File: config.mk
export PLATFORM = sky130hd
export DESIGN_NAME = comment_blank_line_stripper_unit
export DESIGN_NICKNAME = d
export VERILOG_FILES = /design/src/hdl/cbls_pkg.sv /design/src/hdl/cbls_ram.sv /design/src/hdl/comment_blank_line_stripper_unit.sv
export SDC_FILE = /design/constraint.sdc
export NUM_CORES = 1
export LEC_CHECK = 0
export ABC_AREA = 1
export BUFFER_PORTS_ARGS = -buffer_cell sky130_fd_sc_hd__buf_2
export CAP_MARGIN = 25
export CORE_MARGIN = 5
export CORE_UTILIZATION = 50
export DETAILED_ROUTE_END_ITERATION = 7
export GPL_ROUTABILITY_DRIVEN = 0
export PLACE_DENSITY = 0.78
export RECOVER_POWER = 50
export SLEW_MARGIN = 5
export SYNTH_ARGS = -nofsm -noshare
export SYNTH_HDL_FRONTEND = slang
export SYNTH_SLANG_ARGS = --single-unit
File: constraint.sdc
create_clock -name clk -period 2.3 [get_ports clk]
set_input_delay 0.115 -clock clk [delete_from_list [all_inputs] [get_ports clk]]
set_output_delay 0.115 -clock clk [all_outputs]
set_load 0.02 [all_outputs]
File: src/hdl/cbls_pkg.sv
package cbls_pkg;

	localparam logic [7:0] NEWLINE = 8'd10;
	localparam logic [7:0] HASH    = 8'h23;
	localparam logic [7:0] SPACE   = 8'd32;

	// One input item.
	typedef struct packed {
		logic [7:0] in_byte;
		logic       end_of_data;
	} in_t;

	// One result item.
	typedef struct packed {
		logic [7:0] out_byte;
		logic       out_last;
		logic       ws_overflow;
	} out_t;

	// Whitespace is space and the control bytes 9 through 13.
	function automatic logic is_ws(input logic [7:0] b);
		return (b == SPACE) || ((b >= 8'd9) && (b <= 8'd13));
	endfunction

	// Compact 3-bit code of a whitespace byte: 0 for space, 1..5 for 9..13.
	function automatic logic [2:0] ws_code(input logic [7:0] b);
		logic [7:0] diff;
		diff = b - 8'd8;
		return (b == SPACE) ? 3'd0 : diff[2:0];
	endfunction

	function automatic logic [7:0] ws_byte(input logic [2:0] code);
		return (code == 3'd0) ? SPACE : ({5'd0, code} + 8'd8);
	endfunction

endpackage

File: src/hdl/cbls_ram.sv
module cbls_ram #(
	parameter int WIDTH = 3,
	parameter int DEPTH = 16,
	parameter int ADDR_W = (DEPTH > 1) ? $clog2(DEPTH) : 1
) (
	input  logic              clk,
	input  logic              wr_en,
	input  logic [ADDR_W-1:0] wr_addr,
	input  logic [WIDTH-1:0]  wr_data,
	input  logic              rd_en,
	input  logic [ADDR_W-1:0] rd_addr,
	output logic [WIDTH-1:0]  rd_data
);

	logic [WIDTH-1:0] mem_q [DEPTH];
	logic [WIDTH-1:0] rd_data_q;

	always_ff @(posedge clk) begin
		if (wr_en) begin
			mem_q[wr_addr] <= wr_data;
		end
		if (rd_en) begin
			rd_data_q <= mem_q[rd_addr];
		end
	end

	assign rd_data = rd_data_q;

endmodule

File: src/hdl/comment_blank_line_stripper_unit.sv
// Channel | Direction | Payload             | Handshake
// in      | input     | cbls_pkg::in_t      | in_valid / in_ready
// out     | output    | cbls_pkg::out_t     | out_valid / out_ready
//
// An item is accepted while the sequencer is idle. Each result it causes then
// passes through the single output register, and the block takes no new item
// until its last result is loaded; a flush of n pending whitespace bytes reads
// them from the store one per cycle while the output register can take them.
// An item that causes no result frees the block in the next cycle.
// Reset (arst_n low) clears the sequencer, the output register and line state.
// A result that waits on a low out_ready holds its value and pauses the sequencer.
module comment_blank_line_stripper_unit #(
	parameter int PENDING_DEPTH = 16
) (
	input  logic           clk,
	input  logic           arst_n,
	input  logic           in_valid,
	output logic           in_ready,
	input  cbls_pkg::in_t  in_data,
	output logic           out_valid,
	input  logic           out_ready,
	output cbls_pkg::out_t out_data
);

	import cbls_pkg::*;

	localparam int IDX_W = (PENDING_DEPTH > 1) ? $clog2(PENDING_DEPTH) : 1;
	localparam int CNT_W = $clog2(PENDING_DEPTH + 1);

	// Line phase: leading whitespace, content, or a comment line.
	typedef enum logic [1:0] {
		PH_LEAD,
		PH_BODY,
		PH_COMMENT
	} phase_t;

	// Sequencer: waiting for an item, flushing pending whitespace, sending the
	// item's own byte, sending the newline that closes a line.
	typedef enum logic [1:0] {
		ST_IDLE,
		ST_FLUSH,
		ST_BYTE,
		ST_NL
	} state_t;

	state_t           state_q;
	phase_t           phase_q, phase_d;
	logic             has_q, has_d;
	logic [CNT_W-1:0] cnt_q, cnt_d;
	logic             ovf_q, ovf_d;

	logic             go_flush, go_byte, go_nl, ovf_nl, store_ws;
	logic             in_fire, load_ok, out_load;

	// Work latched for the item in progress.
	logic [7:0]       byte_q;
	logic             nl_q;
	logic             ovf_nl_q;
	logic             emit_ovf_q;
	logic [CNT_W-1:0] flush_n_q;
	logic [CNT_W-1:0] rd_idx_q;
	logic [CNT_W-1:0] rd_idx_inc;

	logic             out_valid_q;
	out_t             out_q;

	logic             ram_rd_en;
	logic [IDX_W-1:0] ram_rd_addr;
	logic [2:0]       ram_rd_data;

	assign in_ready   = (state_q == ST_IDLE);
	assign in_fire    = in_valid && in_ready;
	// The output register can take a new result when it is empty or being drained.
	assign load_ok    = !out_valid_q || out_ready;
	// Every busy state puts one result into the output register when it can.
	assign out_load   = (state_q != ST_IDLE) && load_ok;
	assign rd_idx_inc = rd_idx_q + 1'b1;

	// Line bookkeeping for the presented byte. Everything an item does to the
	// line state is decided here in the accept cycle; the sequencer afterwards
	// only replays the results that were planned.
	always_comb begin
		phase_d  = phase_q;
		has_d    = has_q;
		cnt_d    = cnt_q;
		ovf_d    = ovf_q;
		go_flush = 1'b0;
		go_byte  = 1'b0;
		go_nl    = 1'b0;
		ovf_nl   = ovf_q;
		store_ws = 1'b0;
		if (in_data.in_byte == NEWLINE) begin
			// A line that held any byte and was not a comment ends in a newline.
			go_nl   = has_q && (phase_q != PH_COMMENT);
			phase_d = PH_LEAD;
			has_d   = 1'b0;
			cnt_d   = '0;
			ovf_d   = 1'b0;
		end else begin
			has_d = 1'b1;
			unique case (phase_q)
				PH_LEAD: begin
					if (in_data.in_byte == HASH) begin
						phase_d = PH_COMMENT;
					end else if (!is_ws(in_data.in_byte)) begin
						phase_d = PH_BODY;
						go_byte = 1'b1;
					end
				end
				PH_BODY: begin
					if (is_ws(in_data.in_byte)) begin
						// Inner whitespace waits until a visible byte follows.
						if (cnt_q < CNT_W'(PENDING_DEPTH)) begin
							store_ws = 1'b1;
							cnt_d    = cnt_q + 1'b1;
						end else begin
							ovf_d = 1'b1;
						end
					end else begin
						go_flush = (cnt_q != '0);
						go_byte  = 1'b1;
						cnt_d    = '0;
					end
				end
				PH_COMMENT: begin
				end
				default: begin
					phase_d = PH_LEAD;
				end
			endcase
			// The last byte of the text closes the line as a newline would.
			if (in_data.end_of_data) begin
				go_nl   = (phase_d != PH_COMMENT);
				ovf_nl  = ovf_d;
				phase_d = PH_LEAD;
				has_d   = 1'b0;
				cnt_d   = '0;
				ovf_d   = 1'b0;
			end
		end
	end

	// The pending store is read one entry ahead: entry 0 is fetched in the accept
	// cycle, and each flushed entry fetches the next one.
	assign ram_rd_en   = in_fire || ((state_q == ST_FLUSH) && load_ok);
	assign ram_rd_addr = in_fire ? '0 : rd_idx_inc[IDX_W-1:0];

	cbls_ram #(
		.WIDTH (3),
		.DEPTH (PENDING_DEPTH)
	) u_pending_store (
		.clk     (clk),
		.wr_en   (in_fire && store_ws),
		.wr_addr (cnt_q[IDX_W-1:0]),
		.wr_data (ws_code(in_data.in_byte)),
		.rd_en   (ram_rd_en),
		.rd_addr (ram_rd_addr),
		.rd_data (ram_rd_data)
	);

	always_ff @(posedge clk or negedge arst_n) begin
		if (!arst_n) begin
			state_q     <= ST_IDLE;
			out_valid_q <= 1'b0;
			out_q       <= '0;
			phase_q     <= PH_LEAD;
			has_q       <= 1'b0;
			cnt_q       <= '0;
			ovf_q       <= 1'b0;
			byte_q      <= '0;
			nl_q        <= 1'b0;
			ovf_nl_q    <= 1'b0;
			emit_ovf_q  <= 1'b0;
			flush_n_q   <= '0;
			rd_idx_q    <= '0;
		end else begin
			if (out_load) begin
				out_valid_q <= 1'b1;
			end else if (out_ready) begin
				out_valid_q <= 1'b0;
			end
			unique case (state_q)
				ST_IDLE: begin
					if (in_fire) begin
						phase_q    <= phase_d;
						has_q      <= has_d;
						cnt_q      <= cnt_d;
						ovf_q      <= ovf_d;
						byte_q     <= in_data.in_byte;
						nl_q       <= go_nl;
						ovf_nl_q   <= ovf_nl;
						// Flushed and visible bytes show the flag as it stood before.
						emit_ovf_q <= ovf_q;
						flush_n_q  <= cnt_q;
						rd_idx_q   <= '0;
						if (go_flush) begin
							state_q <= ST_FLUSH;
						end else if (go_byte) begin
							state_q <= ST_BYTE;
						end else if (go_nl) begin
							state_q <= ST_NL;
						end
					end
				end
				ST_FLUSH: begin
					if (load_ok) begin
						out_q.out_byte    <= ws_byte(ram_rd_data);
						out_q.out_last    <= 1'b0;
						out_q.ws_overflow <= emit_ovf_q;
						rd_idx_q          <= rd_idx_inc;
						if (rd_idx_inc == flush_n_q) begin
							state_q <= ST_BYTE;
						end
					end
				end
				ST_BYTE: begin
					if (load_ok) begin
						out_q.out_byte    <= byte_q;
						out_q.out_last    <= !nl_q;
						out_q.ws_overflow <= emit_ovf_q;
						state_q           <= nl_q ? ST_NL : ST_IDLE;
					end
				end
				ST_NL: begin
					if (load_ok) begin
						out_q.out_byte    <= NEWLINE;
						out_q.out_last    <= 1'b1;
						out_q.ws_overflow <= ovf_nl_q;
						state_q           <= ST_IDLE;
					end
				end
				default: begin
					state_q <= ST_IDLE;
				end
			endcase
		end
	end

	assign out_valid = out_valid_q;
	assign out_data  = out_q;

endmodule

==> flow_summary.toml <==
[yosys]
ys_ff_latch = 94
synth_top_area_share_pct = 34.5
synthFlopType = "edfxtp_1"
synth_edf_count = 51
synthTopCellsByArea = "edfxtp_1 35%, dfrtp_1 24%, nand2_1 12%"
netlist_top_cells_count = "139 x nand2_1, 58 x nor2_1, 51 x edfxtp_1"
synth_top_cell_by_area = "edfxtp_1"
synth_cells = 483
async_reset_ff_share_pct = 45.7
synth_nets = 501
synth_cell_types = 37
netlist_area_um2 = 4440
ys_seq_area_share_pct = 58.8
syn_area_per_cell_um2 = 9.19
yosysWarnings = 0
yosys.cell_count.top_type = "nand2_1"

[routing]
wirelength_um = 9770
vias = 3386
viasPerCell = 5.44
avgRoutedWirePerCell_um = 15.7
drt_iter0_markers = 318
drt_pre_antenna_iters = 5
drc_errors = 0
ant_nets = 0

[sta]
rsz0062_at_grt = "no"
fmax_ghz = 0.478
fin_crit_sh_pct = 91.0
finalHoldViolCount = 0
setup_viol = 0
finalCriticalPeriod_ps = 2090
final.setup.tns_ps = 0
fin_skew_ps = 15.5
relSlewSlack_pct = 33.8
finalMaxSlewViolations = 0
worst_pin_slew_ps = 992

[global_route]
grt_max_degree = 44
use_met2_pct = 28.9
grtUsageTotal_pct = 18.4
overflow = 0
antenna_found_initial = 0
busiest_layer = "met2"
grt_pass1_vias = 3262
globalRouteMet1Util_pct = 26.4
grt_util_met3_pct = 3.72
grt_pass1_wl_um = 16200

[clock_tree]
clk_latency_ps = 360
cts_tree = "done"
cts_made_buffers = 9
clk_pin_slew_worst_paths_ps = 100
htreeDepth = 3
cts-root-buf = "clkbuf_8"
clock-sinks = 94
cts_max_path_buffers = 2

[die]
die_w_um = 104
top_level_ports = 25
start_util_pct = 51.1
core_area_um2 = 8680
die_area_um2 = 10900
rows = 34
die_y_um = 104

[worst_setup_path]
critPathKind = "reg -> reg"
crit_buf_inv = 1
critPathMaxStageDelay_ps = 470
crit_path_top_delay_cell = "dfrtp_1"
rrSetupSlack_ps = 210
critPathTopFamily = "simple AND/OR/NAND/NOR gates"
cp.arrival_ps = 2120
reg2reg_from = "state_q[1]"
critPathMaxFanout = 15
crit_path_cell_trace = "nor2_4, nand2_8, nor2_2, nand4_1, inv_1, nand2_1, nor2_1"
start_kind = "flop"
worstSetupStartpoint = "state_q[1]"
critPathRequiredTime_ps = 2330
endpoint_kind = "flop"

[cells_and_area]
syn2layout_area_growth_pct = 7.98
n_antenna_cell = 0
fillers = 785
final_cells = 622
drive_above_1_share_pct = 9.53
nets = 527
utilization_pct = 55.2

[place]
io_buffers = 24
dp_cells = 604
place_hpwl_um = 6980

[power]
vdd_ir_drop_max_uv = 504
p_leak_nw = 2.04
powerDensity_nw_per_um2 = 1060

[worst_hold_path]
hold_start = "in_data[7]"
hold_path.class = "in -> reg"

[run_status]
status = "finished, final reports clean"

[flow_run]
cap_violations = 0
==> where the power goes <==
part / leakage (nW) / internal (mW) / total [mW] / switching, mW
logic: 0.940 / 0.593 / 1.89 / 1.30
clock network: 0.0809 / 0.393 / 0.971 / 0.578
registers: 1.02 / 2.05 / 2.24 / 0.189
total: 2.04 / 3.04 / 5.10 / 2.06
==> worst register-to-register path, stage by stage, from the launching register on <==
cell	delay, ps
dfrtp_1	470
nor2_4	260
nand2_8	140
nor2_2	200
nand4_1	150
inv_1	150
nand2_1	130
nor2_1	270
==> path summary, 6_finish.rpt <==
check | to | cells after the start
max in group asynchronous | flush_n_q[1] | 3
worst min register to register | out_data[9] | 2
worst min-delay path | byte_q[6] | 3
min in group asynchronous | out_data[7] | 2
worst max-delay path | u_pending_store.mem_q[3][0] | 7
worst max register to register | u_pending_store.mem_q[3][0] | 7
==> through the flow <==
stage	hold slack (ps)	setup WS [ps]	power, mW	area, µm²
finish	35.4	208	5.10	4790
CTS	32.1	218	5.13	4800
global placement	305	345	4.09	4620
global route	57.9	39.3	5.47	4790
detailed placement	311	245	4.15	4620
floorplan	-181	496	3.75	4440
==> layer usage <==
layer	vias up	part of all wire (%)
met4	0	1.1
met5	-	0
li1	1653	-
met3	12	6.8
met2	113	47
met1	1608	45
==> cells in the final DEF, fill, tap and decap left out, types with 2 or more instances in the layout <==
| cell | instances |
|---|---|
| a21boi_1 | 2 |
| a21oi_1 | 13 |
| clkbuf_1 | 13 |
| or2_1 | 2 |
| ha_1 | 5 |
| buf_4 | 3 |
| buf_2 | 12 |
| o211ai_1 | 5 |
| inv_2 | 3 |
| nor2_1 | 58 |
| inv_1 | 45 |
| clkbuf_8 | 9 |
| nand2_2 | 2 |
| or2_2 | 3 |
| nor2_2 | 4 |
| dfrtp_1 | 43 |
| clkinv_1 | 2 |
| o21ai_0 | 21 |
| clkinv_4 | 2 |
| o22ai_1 | 11 |
| nor3_1 | 2 |
| edfxtp_1 | 51 |
| nand3_1 | 25 |
| nand4_1 | 10 |
| o21ai_1 | 12 |
| clkinvlp_4 | 2 |
| nand2_1 | 139 |
==> cell families after synthesis <==
| family | Yosys count | synth area share (%) |
|---|---|---|
| AOI/OAI and AO/OA | 70 | 9.11 |
| adders and majority gates | 5 | 1.41 |
| buffers and inverters | 64 | 6.46 |
| DFF | 94 | 58.8 |
| and+or+nand+nor | 250 | 24.3 |
==> area by class of cell <==
type                       count  area, µm²  area share (%)
inverter                      49        186            3.89
timing repair buffer          30        146            3.06
multi-input combinational    325       1540            32.2
sequential                    94       2610            54.4
clock inverter                 7       48.8            1.02
clock buffer                   9        124            2.59
tap                          108        135            2.82
==> repair_timing <==
action                    CTS  global route
hold endpoints to repair   43             0
resized for setup           0             0
buffers inserted            0             0
hold buffers                1             0
==> state kept, by name (all words and copies together), names as in the netlist <==
signal / flops
byte_q: 8
cnt_q: 5
emit_ovf_q: 1
flush_n_q: 5
has_q: 1
nl_q: 1
out_data: 10
out_valid: 1
ovf_nl_q: 1
ovf_q: 1
phase_q: 2
rd_idx_q: 5
state_q: 2
u_pending_store.mem_q: 48
u_pending_store.rd_data: 3
Power figures use the tool's default switching activity.
